<file path="config.mk">
export PLATFORM = sky130hd
export DESIGN_NAME = piecewise_linear_inverse_cdf_sampler_core
export DESIGN_NICKNAME = d
export VERILOG_FILES = /design/src/hw/rtl/plics_pkg.sv /design/src/hw/rtl/plics_ram.sv /design/src/hw/rtl/plics_alu.sv /design/src/hw/rtl/piecewise_linear_inverse_cdf_sampler_core.sv
export SDC_FILE = /design/constraint.sdc
export NUM_CORES = 2
export LEC_CHECK = 0
export ABC_CLOCK_PERIOD_IN_PS = 12910
export BUFFER_PORTS_ARGS = -buffer_cell sky130_fd_sc_hd__buf_2
export CORE_MARGIN = 3
export CORE_UTILIZATION = 63
export CTS_CLUSTER_SIZE = 20
export DETAILED_ROUTE_END_ITERATION = 16
export PLACE_DENSITY = 0.85
export SLEW_MARGIN = 20
export SYNTH_ARGS = -nofsm -noshare
export SYNTH_HDL_FRONTEND = slang
export SYNTH_SLANG_ARGS = --single-unit
</file>
<file path="constraint.sdc">
create_clock -name clk -period 12.91 [get_ports clk]
set_input_delay 1.9365 -clock clk [delete_from_list [all_inputs] [get_ports clk]]
set_output_delay 1.9365 -clock clk [all_outputs]
set_load 0.02 [all_outputs]
</file>
<file path="src/hw/rtl/plics_pkg.sv">
// ----------------------------------------------------------------------------
// plics_pkg
// Shared types and constants for the piecewise-linear inverse-CDF sampler.
// ----------------------------------------------------------------------------
package plics_pkg;

    localparam int WIDTH_W = 16;
    localparam int DENS_W  = 16;
    localparam int U_W     = 16;
    localparam int AREA_W  = 40;
    localparam int T_W     = AREA_W + U_W;
    localparam int ACC_W   = T_W + WIDTH_W;
    localparam int STEP_W  = 4;

    localparam logic [STEP_W-1:0] LAST_STEP = 4'd15;

    typedef enum logic [1:0] {
        ACT_CLEAR  = 2'd0,
        ACT_LOAD   = 2'd1,
        ACT_SAMPLE = 2'd2
    } action_t;

    typedef enum logic [2:0] {
        ST_OK   = 3'd0,
        ST_FEW  = 3'd1,
        ST_FULL = 3'd2,
        ST_DECR = 3'd3,
        ST_ZERO = 3'd4
    } status_t;

    typedef enum logic [3:0] {
        S_IDLE,
        S_LD_MUL,
        S_LD_ADD,
        S_SM_MUL,
        S_SM_INIT,
        S_SM_SCAN,
        S_SM_SPAN,
        S_SM_NUM,
        S_SM_PMUL,
        S_SM_DIV
    } state_t;

    typedef struct packed {
        logic             sub;
        logic [ACC_W-1:0] a;
        logic [ACC_W-1:0] b;
    } alu_req_t;

    typedef struct packed {
        logic [ACC_W-1:0] sum;
        logic             carry;
        logic             zero;
    } alu_rsp_t;

endpackage

</file>
<file path="src/hw/rtl/plics_ram.sv">
// ----------------------------------------------------------------------------
// plics_ram
// Generic single-write, single-read RAM with registered read data.
// ----------------------------------------------------------------------------
module plics_ram #(
    parameter int WIDTH = 16,
    parameter int DEPTH = 32
) (
    input  logic                     clk,
    input  logic                     we,
    input  logic [$clog2(DEPTH)-1:0] waddr,
    input  logic [WIDTH-1:0]         wdata,
    input  logic [$clog2(DEPTH)-1:0] raddr,
    output logic [WIDTH-1:0]         rdata
);

    logic [WIDTH-1:0] mem [DEPTH];

    always_ff @(posedge clk)
    begin
        if (we)
        begin
            mem[waddr] <= wdata;
        end
        rdata <= mem[raddr];
    end

endmodule

</file>
<file path="src/hw/rtl/plics_alu.sv">
// ----------------------------------------------------------------------------
// plics_alu
// Shared add/subtract unit; carry high on subtract means a >= b.
// ----------------------------------------------------------------------------
module plics_alu (
    input  plics_pkg::alu_req_t req,
    output plics_pkg::alu_rsp_t rsp
);

    logic [plics_pkg::ACC_W:0] full_sum;

    assign full_sum = {1'b0, req.a}
                    + {1'b0, (req.sub ? ~req.b : req.b)}
                    + {{plics_pkg::ACC_W{1'b0}}, req.sub};

    assign rsp.sum   = full_sum[plics_pkg::ACC_W-1:0];
    assign rsp.carry = full_sum[plics_pkg::ACC_W];
    assign rsp.zero  = (full_sum[plics_pkg::ACC_W-1:0] == '0);

endmodule

</file>
<file path="src/hw/rtl/piecewise_linear_inverse_cdf_sampler_core.sv">
// ----------------------------------------------------------------------------
// piecewise_linear_inverse_cdf_sampler_core
// Inverse-transform sampler over a piecewise-linear density table.
// ----------------------------------------------------------------------------
// A request is taken when start is high and busy is low. action selects
// clear, load one (width, density) point, or draw one sample from
// uniform_value. Every request yields one result: done pulses for one cycle
// with sampled_width and status. The receiver cannot stall; results are
// never held.
// Clear, unused action codes, a load into an empty table and every request
// that ends in an error status give done on the cycle after the request. Any
// other load runs 16 shift-add steps and then the accumulate before done. A
// sample runs 16 shift-add steps for u * total, a scan of one table entry per
// cycle up to the matched segment (index 1 .. TABLE_POINTS-1), two compare
// steps, 16 multiply steps and 16 restoring divide steps. A zero-area segment,
// or a draw at the lower end of its segment, ends after the first or second
// compare. Multiply, accumulate, compare and divide steps use one shared
// 72-bit add/subtract unit, one step per cycle, and the table scan reads one
// entry of each RAM per cycle.
// busy is high while a load or sample is in flight.
// Reset empties the table and clears the running density; the RAM contents
// are left as they are and are only read below the point count.
// ----------------------------------------------------------------------------
module piecewise_linear_inverse_cdf_sampler_core #(
    parameter int TABLE_POINTS = 32
) (
    input  logic        clk,
    input  logic        rst_n,
    input  logic        start,
    output logic        busy,
    input  logic [1:0]  action,
    input  logic [15:0] point_width,
    input  logic [15:0] point_density,
    input  logic [15:0] uniform_value,
    output logic        done,
    output logic [15:0] sampled_width,
    output logic [2:0]  status
);

    localparam int IW = $clog2(TABLE_POINTS);
    localparam int CW = $clog2(TABLE_POINTS + 1);

    plics_pkg::state_t  state_reg, state_next;
    logic [CW-1:0]      pc_reg, pc_next;
    logic [15:0]        dl_reg, dl_next;
    logic               done_reg, done_next;

    logic [15:0]                      last_w_reg, last_w_next;
    logic [plics_pkg::AREA_W-1:0]     last_area_reg, last_area_next;
    logic [15:0]                      wnew_reg, wnew_next;
    logic [15:0]                      mplier_reg, mplier_next;
    logic [plics_pkg::T_W-1:0]        mcand_reg, mcand_next;
    logic [plics_pkg::ACC_W-1:0]      acc_reg, acc_next;
    logic [plics_pkg::STEP_W-1:0]     cnt_reg, cnt_next;
    logic [IW-1:0]                    idx_reg, idx_next;
    logic [plics_pkg::AREA_W-1:0]     lo_reg, lo_next;
    logic [plics_pkg::AREA_W-1:0]     hi_reg, hi_next;
    logic [plics_pkg::AREA_W-1:0]     span_reg, span_next;
    logic [plics_pkg::AREA_W-1:0]     rem_reg, rem_next;
    logic [15:0]                      wlo_reg, wlo_next;
    logic [15:0]                      whi_reg, whi_next;
    logic [15:0]                      quo_reg, quo_next;
    logic [15:0]                      out_w_reg, out_w_next;
    plics_pkg::status_t               out_st_reg, out_st_next;

    logic                          ram_we;
    logic [IW-1:0]                 ram_waddr;
    logic [IW-1:0]                 ram_raddr;
    logic [15:0]                   w_wdata, w_rdata;
    logic [plics_pkg::AREA_W-1:0]  c_wdata, c_rdata;

    plics_pkg::alu_req_t alu_req;
    plics_pkg::alu_rsp_t alu_rsp;

    logic accept;
    logic load_full;
    logic load_decr;
    logic few_points;
    logic area_zero;
    logic last_step;
    logic scan_last;
    logic alu_le;

    assign busy     = (state_reg != plics_pkg::S_IDLE);
    assign accept   = start && !busy;
    assign done          = done_reg;
    assign sampled_width = out_w_reg;
    assign status        = out_st_reg;

    assign load_full  = (pc_reg == CW'(TABLE_POINTS));
    assign load_decr  = (pc_reg != '0) && (point_width < last_w_reg);
    assign few_points = (pc_reg < CW'(2));
    assign area_zero  = (last_area_reg == '0);
    assign last_step  = (cnt_reg == plics_pkg::LAST_STEP);
    assign scan_last  = ((CW'(idx_reg) + CW'(1)) == pc_reg);
    // hi <= lo or t <= lo * 2^16
    assign alu_le     = !alu_rsp.carry || alu_rsp.zero;

    plics_ram #(
        .WIDTH (16),
        .DEPTH (TABLE_POINTS)
    ) u_width_ram (
        .clk   (clk),
        .we    (ram_we),
        .waddr (ram_waddr),
        .wdata (w_wdata),
        .raddr (ram_raddr),
        .rdata (w_rdata)
    );

    plics_ram #(
        .WIDTH (plics_pkg::AREA_W),
        .DEPTH (TABLE_POINTS)
    ) u_area_ram (
        .clk   (clk),
        .we    (ram_we),
        .waddr (ram_waddr),
        .wdata (c_wdata),
        .raddr (ram_raddr),
        .rdata (c_rdata)
    );

    plics_alu u_alu (
        .req (alu_req),
        .rsp (alu_rsp)
    );

    // shared unit operand select
    always_comb
    begin
        alu_req = '0;
        case (state_reg)
            plics_pkg::S_LD_MUL, plics_pkg::S_SM_MUL, plics_pkg::S_SM_PMUL:
            begin
                alu_req.a = {acc_reg[plics_pkg::ACC_W-2:0], 1'b0};
                alu_req.b = mplier_reg[15] ? plics_pkg::ACC_W'(mcand_reg) : '0;
            end
            plics_pkg::S_LD_ADD:
            begin
                alu_req.a = plics_pkg::ACC_W'(last_area_reg);
                alu_req.b = acc_reg;
            end
            plics_pkg::S_SM_SCAN:
            begin
                alu_req.sub = 1'b1;
                alu_req.a   = plics_pkg::ACC_W'({c_rdata, 16'b0});
                alu_req.b   = acc_reg;
            end
            plics_pkg::S_SM_SPAN:
            begin
                alu_req.sub = 1'b1;
                alu_req.a   = plics_pkg::ACC_W'(hi_reg);
                alu_req.b   = plics_pkg::ACC_W'(lo_reg);
            end
            plics_pkg::S_SM_NUM:
            begin
                alu_req.sub = 1'b1;
                alu_req.a   = acc_reg;
                alu_req.b   = plics_pkg::ACC_W'({lo_reg, 16'b0});
            end
            plics_pkg::S_SM_DIV:
            begin
                alu_req.sub = 1'b1;
                alu_req.a   = plics_pkg::ACC_W'({rem_reg, acc_reg[31]});
                alu_req.b   = plics_pkg::ACC_W'(span_reg);
            end
            default:
            begin
                alu_req = '0;
            end
        endcase
    end

    // next state
    always_comb
    begin
        state_next = state_reg;
        case (state_reg)
            plics_pkg::S_IDLE:
            begin
                if (accept)
                begin
                    if (action == plics_pkg::ACT_LOAD && !load_full && !load_decr
                        && pc_reg != '0)
                    begin
                        state_next = plics_pkg::S_LD_MUL;
                    end
                    else if (action == plics_pkg::ACT_SAMPLE && !few_points
                             && !area_zero)
                    begin
                        state_next = plics_pkg::S_SM_MUL;
                    end
                end
            end
            plics_pkg::S_LD_MUL:
            begin
                if (last_step)
                begin
                    state_next = plics_pkg::S_LD_ADD;
                end
            end
            plics_pkg::S_LD_ADD:
            begin
                state_next = plics_pkg::S_IDLE;
            end
            plics_pkg::S_SM_MUL:
            begin
                if (last_step)
                begin
                    state_next = plics_pkg::S_SM_INIT;
                end
            end
            plics_pkg::S_SM_INIT:
            begin
                state_next = plics_pkg::S_SM_SCAN;
            end
            plics_pkg::S_SM_SCAN:
            begin
                if (idx_reg != '0)
                begin
                    if (alu_rsp.carry)
                    begin
                        state_next = plics_pkg::S_SM_SPAN;
                    end
                    else if (scan_last)
                    begin
                        state_next = plics_pkg::S_IDLE;
                    end
                end
            end
            plics_pkg::S_SM_SPAN:
            begin
                state_next = alu_le ? plics_pkg::S_IDLE : plics_pkg::S_SM_NUM;
            end
            plics_pkg::S_SM_NUM:
            begin
                state_next = alu_le ? plics_pkg::S_IDLE : plics_pkg::S_SM_PMUL;
            end
            plics_pkg::S_SM_PMUL:
            begin
                if (last_step)
                begin
                    state_next = plics_pkg::S_SM_DIV;
                end
            end
            plics_pkg::S_SM_DIV:
            begin
                if (last_step)
                begin
                    state_next = plics_pkg::S_IDLE;
                end
            end
            default:
            begin
                state_next = plics_pkg::S_IDLE;
            end
        endcase
    end

    // datapath and outputs
    always_comb
    begin
        pc_next        = pc_reg;
        dl_next        = dl_reg;
        done_next      = 1'b0;
        last_w_next    = last_w_reg;
        last_area_next = last_area_reg;
        wnew_next      = wnew_reg;
        mplier_next    = mplier_reg;
        mcand_next     = mcand_reg;
        acc_next       = acc_reg;
        cnt_next       = cnt_reg;
        idx_next       = idx_reg;
        lo_next        = lo_reg;
        hi_next        = hi_reg;
        span_next      = span_reg;
        rem_next       = rem_reg;
        wlo_next       = wlo_reg;
        whi_next       = whi_reg;
        quo_next       = quo_reg;
        out_w_next     = out_w_reg;
        out_st_next    = out_st_reg;
        ram_we         = 1'b0;
        ram_waddr      = pc_reg[IW-1:0];
        ram_raddr      = idx_reg + IW'(1);
        w_wdata        = wnew_reg;
        c_wdata        = alu_rsp.sum[plics_pkg::AREA_W-1:0];

        case (state_reg)
            plics_pkg::S_IDLE:
            begin
                if (accept)
                begin
                    case (plics_pkg::action_t'(action))
                        plics_pkg::ACT_CLEAR:
                        begin
                            pc_next     = '0;
                            dl_next     = '0;
                            done_next   = 1'b1;
                            out_w_next  = '0;
                            out_st_next = plics_pkg::ST_OK;
                        end
                        plics_pkg::ACT_LOAD:
                        begin
                            if (load_full)
                            begin
                                done_next   = 1'b1;
                                out_w_next  = '0;
                                out_st_next = plics_pkg::ST_FULL;
                            end
                            else if (load_decr)
                            begin
                                done_next   = 1'b1;
                                out_w_next  = '0;
                                out_st_next = plics_pkg::ST_DECR;
                            end
                            else if (pc_reg == '0)
                            begin
                                ram_we         = 1'b1;
                                w_wdata        = point_width;
                                c_wdata        = '0;
                                pc_next        = CW'(1);
                                dl_next        = point_density;
                                last_w_next    = point_width;
                                last_area_next = '0;
                                done_next      = 1'b1;
                                out_w_next     = '0;
                                out_st_next    = plics_pkg::ST_OK;
                            end
                            else
                            begin
                                dl_next     = point_density;
                                wnew_next   = point_width;
                                mplier_next = point_width - last_w_reg;
                                mcand_next  = plics_pkg::T_W'({1'b0, dl_reg}
                                                              + {1'b0, point_density});
                                acc_next    = '0;
                                cnt_next    = '0;
                            end
                        end
                        plics_pkg::ACT_SAMPLE:
                        begin
                            if (few_points)
                            begin
                                done_next   = 1'b1;
                                out_w_next  = '0;
                                out_st_next = plics_pkg::ST_FEW;
                            end
                            else if (area_zero)
                            begin
                                done_next   = 1'b1;
                                out_w_next  = '0;
                                out_st_next = plics_pkg::ST_ZERO;
                            end
                            else
                            begin
                                mplier_next = uniform_value;
                                mcand_next  = plics_pkg::T_W'(last_area_reg);
                                acc_next    = '0;
                                cnt_next    = '0;
                            end
                        end
                        default:
                        begin
                            done_next   = 1'b1;
                            out_w_next  = '0;
                            out_st_next = plics_pkg::ST_OK;
                        end
                    endcase
                end
            end
            plics_pkg::S_LD_MUL, plics_pkg::S_SM_MUL:
            begin
                acc_next    = alu_rsp.sum;
                mplier_next = {mplier_reg[14:0], 1'b0};
                cnt_next    = cnt_reg + plics_pkg::STEP_W'(1);
            end
            plics_pkg::S_LD_ADD:
            begin
                ram_we         = 1'b1;
                last_area_next = alu_rsp.sum[plics_pkg::AREA_W-1:0];
                last_w_next    = wnew_reg;
                pc_next        = pc_reg + CW'(1);
                done_next      = 1'b1;
                out_w_next     = '0;
                out_st_next    = plics_pkg::ST_OK;
            end
            plics_pkg::S_SM_INIT:
            begin
                ram_raddr = '0;
                idx_next  = '0;
            end
            plics_pkg::S_SM_SCAN:
            begin
                if (idx_reg == '0)
                begin
                    lo_next  = c_rdata;
                    wlo_next = w_rdata;
                    idx_next = IW'(1);
                end
                else if (alu_rsp.carry)
                begin
                    hi_next  = c_rdata;
                    whi_next = w_rdata;
                end
                else if (scan_last)
                begin
                    done_next   = 1'b1;
                    out_w_next  = last_w_reg;
                    out_st_next = plics_pkg::ST_OK;
                end
                else
                begin
                    lo_next  = c_rdata;
                    wlo_next = w_rdata;
                    idx_next = idx_reg + IW'(1);
                end
            end
            plics_pkg::S_SM_SPAN:
            begin
                if (alu_le)
                begin
                    done_next   = 1'b1;
                    out_w_next  = wlo_reg;
                    out_st_next = plics_pkg::ST_OK;
                end
                else
                begin
                    span_next = alu_rsp.sum[plics_pkg::AREA_W-1:0];
                end
            end
            plics_pkg::S_SM_NUM:
            begin
                if (alu_le)
                begin
                    done_next   = 1'b1;
                    out_w_next  = wlo_reg;
                    out_st_next = plics_pkg::ST_OK;
                end
                else
                begin
                    mcand_next  = alu_rsp.sum[plics_pkg::T_W-1:0];
                    mplier_next = whi_reg - wlo_reg;
                    acc_next    = '0;
                    cnt_next    = '0;
                end
            end
            plics_pkg::S_SM_PMUL:
            begin
                acc_next    = alu_rsp.sum;
                mplier_next = {mplier_reg[14:0], 1'b0};
                cnt_next    = cnt_reg + plics_pkg::STEP_W'(1);
                // dividend top bits seed the remainder
                rem_next    = alu_rsp.sum[plics_pkg::ACC_W-1:32];
            end
            plics_pkg::S_SM_DIV:
            begin
                rem_next = alu_rsp.carry ? alu_rsp.sum[plics_pkg::AREA_W-1:0]
                                         : {rem_reg[plics_pkg::AREA_W-2:0], acc_reg[31]};
                quo_next = {quo_reg[14:0], alu_rsp.carry};
                acc_next = {acc_reg[plics_pkg::ACC_W-2:0], 1'b0};
                cnt_next = cnt_reg + plics_pkg::STEP_W'(1);
                if (last_step)
                begin
                    done_next   = 1'b1;
                    out_w_next  = wlo_reg + {quo_reg[14:0], alu_rsp.carry};
                    out_st_next = plics_pkg::ST_OK;
                end
            end
            default:
            begin
                done_next = 1'b0;
            end
        endcase
    end

    always_ff @(posedge clk or negedge rst_n)
    begin
        if (!rst_n)
        begin
            state_reg <= plics_pkg::S_IDLE;
            pc_reg    <= '0;
            dl_reg    <= '0;
            done_reg  <= 1'b0;
        end
        else
        begin
            state_reg <= state_next;
            pc_reg    <= pc_next;
            dl_reg    <= dl_next;
            done_reg  <= done_next;
        end
    end

    always_ff @(posedge clk)
    begin
        last_w_reg    <= last_w_next;
        last_area_reg <= last_area_next;
        wnew_reg      <= wnew_next;
        mplier_reg    <= mplier_next;
        mcand_reg     <= mcand_next;
        acc_reg       <= acc_next;
        cnt_reg       <= cnt_next;
        idx_reg       <= idx_next;
        lo_reg        <= lo_next;
        hi_reg        <= hi_next;
        span_reg      <= span_next;
        rem_reg       <= rem_next;
        wlo_reg       <= wlo_next;
        whi_reg       <= whi_next;
        quo_reg       <= quo_next;
        out_w_reg     <= out_w_next;
        out_st_reg    <= out_st_next;
    end

`ifndef ASSERT_OFF
    a_done_idle: assert property (@(posedge clk) disable iff (!rst_n)
        done |-> !busy)
        else $error("result strobe while a request is in flight");

    a_pc_bound: assert property (@(posedge clk) disable iff (!rst_n)
        pc_reg <= CW'(TABLE_POINTS))
        else $error("point count beyond table depth");

    a_err_zero: assert property (@(posedge clk) disable iff (!rst_n)
        (done && out_st_reg != plics_pkg::ST_OK) |-> (sampled_width == '0))
        else $error("nonzero width with error status");

    a_clear: assert property (@(posedge clk) disable iff (!rst_n)
        (accept && action == plics_pkg::ACT_CLEAR) |=> (done && pc_reg == '0))
        else $error("clear did not empty the table");

    a_busy_start: assert property (@(posedge clk) disable iff (!rst_n)
        $rose(busy) |-> $past(start))
        else $error("busy without a request");
`endif

endmodule
</file>
==> summary.txt <==
STA
  • Max Transition Viols Final: 0
  • Relative slew slack: 19.2%
  • Fin Clk Skew: a little over 40 ps
  • Worst Hold Slack: 435 ps
  • RSZ-0062 raised after global routing: false
  • Final Setup Violations: 0
  • Minimum clock period: around 11000 ps
  • Final Hold Fails: 0
  • Worst Slack Setup Final: approximately 2400 ps
  • Max Clock Freq: between 0.09 and 0.1 GHz
  • Period utilization: between 80% and 90%
  • TNS Setup: 0 ps
  • Worst slew pin tran: between 1000 and 1500 ps

Synthesis
  • Post-Synthesis Cells: between 7000 and 8000
  • Most used DFF post-synth: edfxtp_1
  • Post-synth EDFFs: roughly 2200
  • Area contributors post-synth: edfxtp_1 66%, mux4_2 7.4%, nand2_1 3.1%
  • Synthesis-stage register bit count: 2326
  • Mapped Nets: 7288
  • Synth unique cells: roughly 100
  • Yosys top cell area share: about two thirds
  • Sequential area share after synthesis: 67.4%
  • Synth top cells by count: 2243 x edfxtp_1, 853 x nand2_1, 406 x clkbuf_1, 336 x mux4_2, 326 x nor2_1
  • Yosys top cell by area: edfxtp_1
  • Count leader, synth: edfxtp_1
  • Yosys warning count: 0
  • Ys async rst share: 1.16%
  • Post-Syn Area: between 0.1 and 0.15 mm^2
  • Syn avg cell area: between 10 and 15 um^2

Floorplan
  • Starting Density: a little under two thirds
  • Die X: approximately 410 um
  • Io pins: 74
  • Chip height: around 410 um
  • Area of the core: 0.161 mm^2
  • Die area: approximately 0.17 mm^2
  • Rows: between 100 and 150

Detailed routing
  • WL/cell: approximately 35 um
  • DRT Pass-1 Iters: 13
  • DRC violations left: 0
  • DRT iter0 DRCs: 13200
  • Total Routed Length: between 300 and 400 mm
  • Via count: approximately 70000
  • Vias per std cell: around 7.4
  • Post-route antenna net violation count: 0

Place
  • Gpl congestion: 1.03
  • Port bufs: 73
  • Area after DPL: ~0.11 mm^2
  • Post-DP HPWL: 185 mm
  • Place WS: 3060 ps

Critical path
  • Kind of end point of the critical path: flip-flop
  • Arr. time, crit path: ~11000 ps
  • CP startpoint kind: flip-flop
  • Crit path max fanout: 85
  • Kind of critical path: reg2reg
  • Worst path required time: between 10000 and 15000 ps

Pwr
  • LEAKAGE: around 38 nW
  • VDD IR max: ~0.24 mV
  • PwrDens: approximately 250 mW/mm^2

Cells and area
  • Design Area, Final: about 0.11 mm^2
  • Final nets: roughly 7300
  • Max reg flops: between 1000 and 1500
  • Area Overhead vs Synth: 10.1%
  • Ratio of cells with drive above 1 in the final layout: between 10 and 15%
  • # fillers: about 9500
  • Fin util: a little over two thirds

Clock tree
  • Post-cts hold buffer count: 0
  • Clk_lat worst skew: 890 ps
  • Clock root cell: clkbuf_16
  • CTS-repair resized insts: 0
  • Maximum buffer depth of the clock tree: 3
  • Setup bufs post-CTS: 0
  • TritonCTS Sinks: around 2300
  • CTS tree: built
  • Clock slew seen by the registers of the worst setup and hold paths: roughly 60 ps
  • H-tree Lvls: 4
  • CTS Buf Count: 216

Global route
  • Initial antenna violation count: 21
  • Vias in the first global route: ~68000
  • Total GRT Usage: about two fifths
  • Pin count of the biggest net entering global routing: approximately 170
  • Grt ovf: 0
  • First-pass GRT wire length: approximately 470 mm

Run
  • Max Cap Violations: 0

Min path
  • Worst min-delay path class: reg2reg

Status
  • Outcome: finished clean
critical path, cell delays in order, from the launching register on:
cell	delay, ps
dfrtp_1	830
nor2b_1	730
nand2_1	310
nor2_4	620
buf_12	380
a221o_1	240
ha_1	300
a211o_1	350
a2111oi_1	930
o31ai_1	230
a32oi_1	390
and3_1	660
xor2_1	640
inv_1	140
nor3_1	190
nor4b_1	630
nand4_1	330
nor4b_2	470
a31o_2	350
a22oi_1	120
buf_4	240
or2_4	450
buf_4	400
metrics by stage:
stage / cells / total power, W
2_1_floorplan: 7087 / 0.0175
3_3_place_gp: 9009 / 0.0213
3_5_place_dp: 9010 / 0.0217
4_1_cts: 9422 / 0.0282
5_1_grt: 9425 / 0.0295
6_report: 9431 / 0.0288
final cells by class:
cell class,instances,area [um^2],share of cell area (%)
diodes,9,22.5,0.0200
clock buffers,290,5870,5.20
inverters,128,485,0.430
well taps,2160,2700,2.39
repair buffers,226,1660,1.47
multi-input cells,4170,31800,28.2
flip-flops and latches,2326,69200,61.3
clock inverters,122,1200,1.07
path summary, 6_finish.rpt:
kind	startpoint	end	slack [ps]	cells after the start
max	state_reg[2]	acc_reg[4]	2400	22
min	u_width_ram.rdata[9]	wlo_reg[9]	440	0
max reg2reg	state_reg[2]	acc_reg[4]	2400	22
min reg2reg	u_width_ram.rdata[9]	wlo_reg[9]	440	0
max in group asynchronous	rst_n	pc_reg[0]	11060	1
min in group asynchronous	rst_n	dl_reg[2]	1210	1
cell families (layout without fill, tap and decap cells):
group,count (synthesis),after routing,synth area share (%)
adders and majority gates,148,148,1.84
AOI/OAI and AO/OA,1493,1493,9.88
buffers and inverters,591,766,2.18
xor gates and xnor gates,117,117,1.03
DFF,2326,2326,67.4
and+or+nand+nor,1971,1971,9.12
muxes,441,441,8.50
other,0,9,0
routing by layer:
metal / routed length [um] / up-vias / GRT usage, %
met4: 24900 / 14 / 24.5
met2: 152000 / 7089 / 59.5
met3: 48800 / 1510 / 10.8
li1: - / 27500 / -
met1: 107000 / 33800 / 50.6
met5: 91 / - / 0
cells in the final DEF (no fill, tap or decap), types with 20 or more instances in the layout:
master and instances:
nor2b_1 20, a22oi_1 96, mux2_2 76, o21ai_0 229
a221o_1 42, and2_1 245, a31oi_1 270, nor3_1 47
ha_1 142, nand4_1 55, clkinv_2 39, nor2_1 254
nor4_1 20, mux2i_1 29, nor2_4 63, inv_1 125
buf_4 141, a22o_1 52, mux4_2 336, clkinv_1 39
nand2_1 849, a21o_1 36, a222oi_1 66, buf_2 73
a211oi_1 261, dfxtp_1 56, dfrtp_1 27, xnor2_1 57
edfxtp_1 2243, a21oi_1 275, clkbuf_1 58, clkbuf_16 218
nand3_1 55, nand2b_1 249, xor2_1 53
report_power, final:
part           internal [W]  total [W]  leakage, nW  switching [W]
clock network       0.00358    0.00645         3.45        0.00287
logic               0.00311     0.0107         13.2        0.00758
registers            0.0110     0.0116         21.3       0.000659
total                0.0177     0.0288         38.0         0.0111
Power figures use the tool's default switching activity.
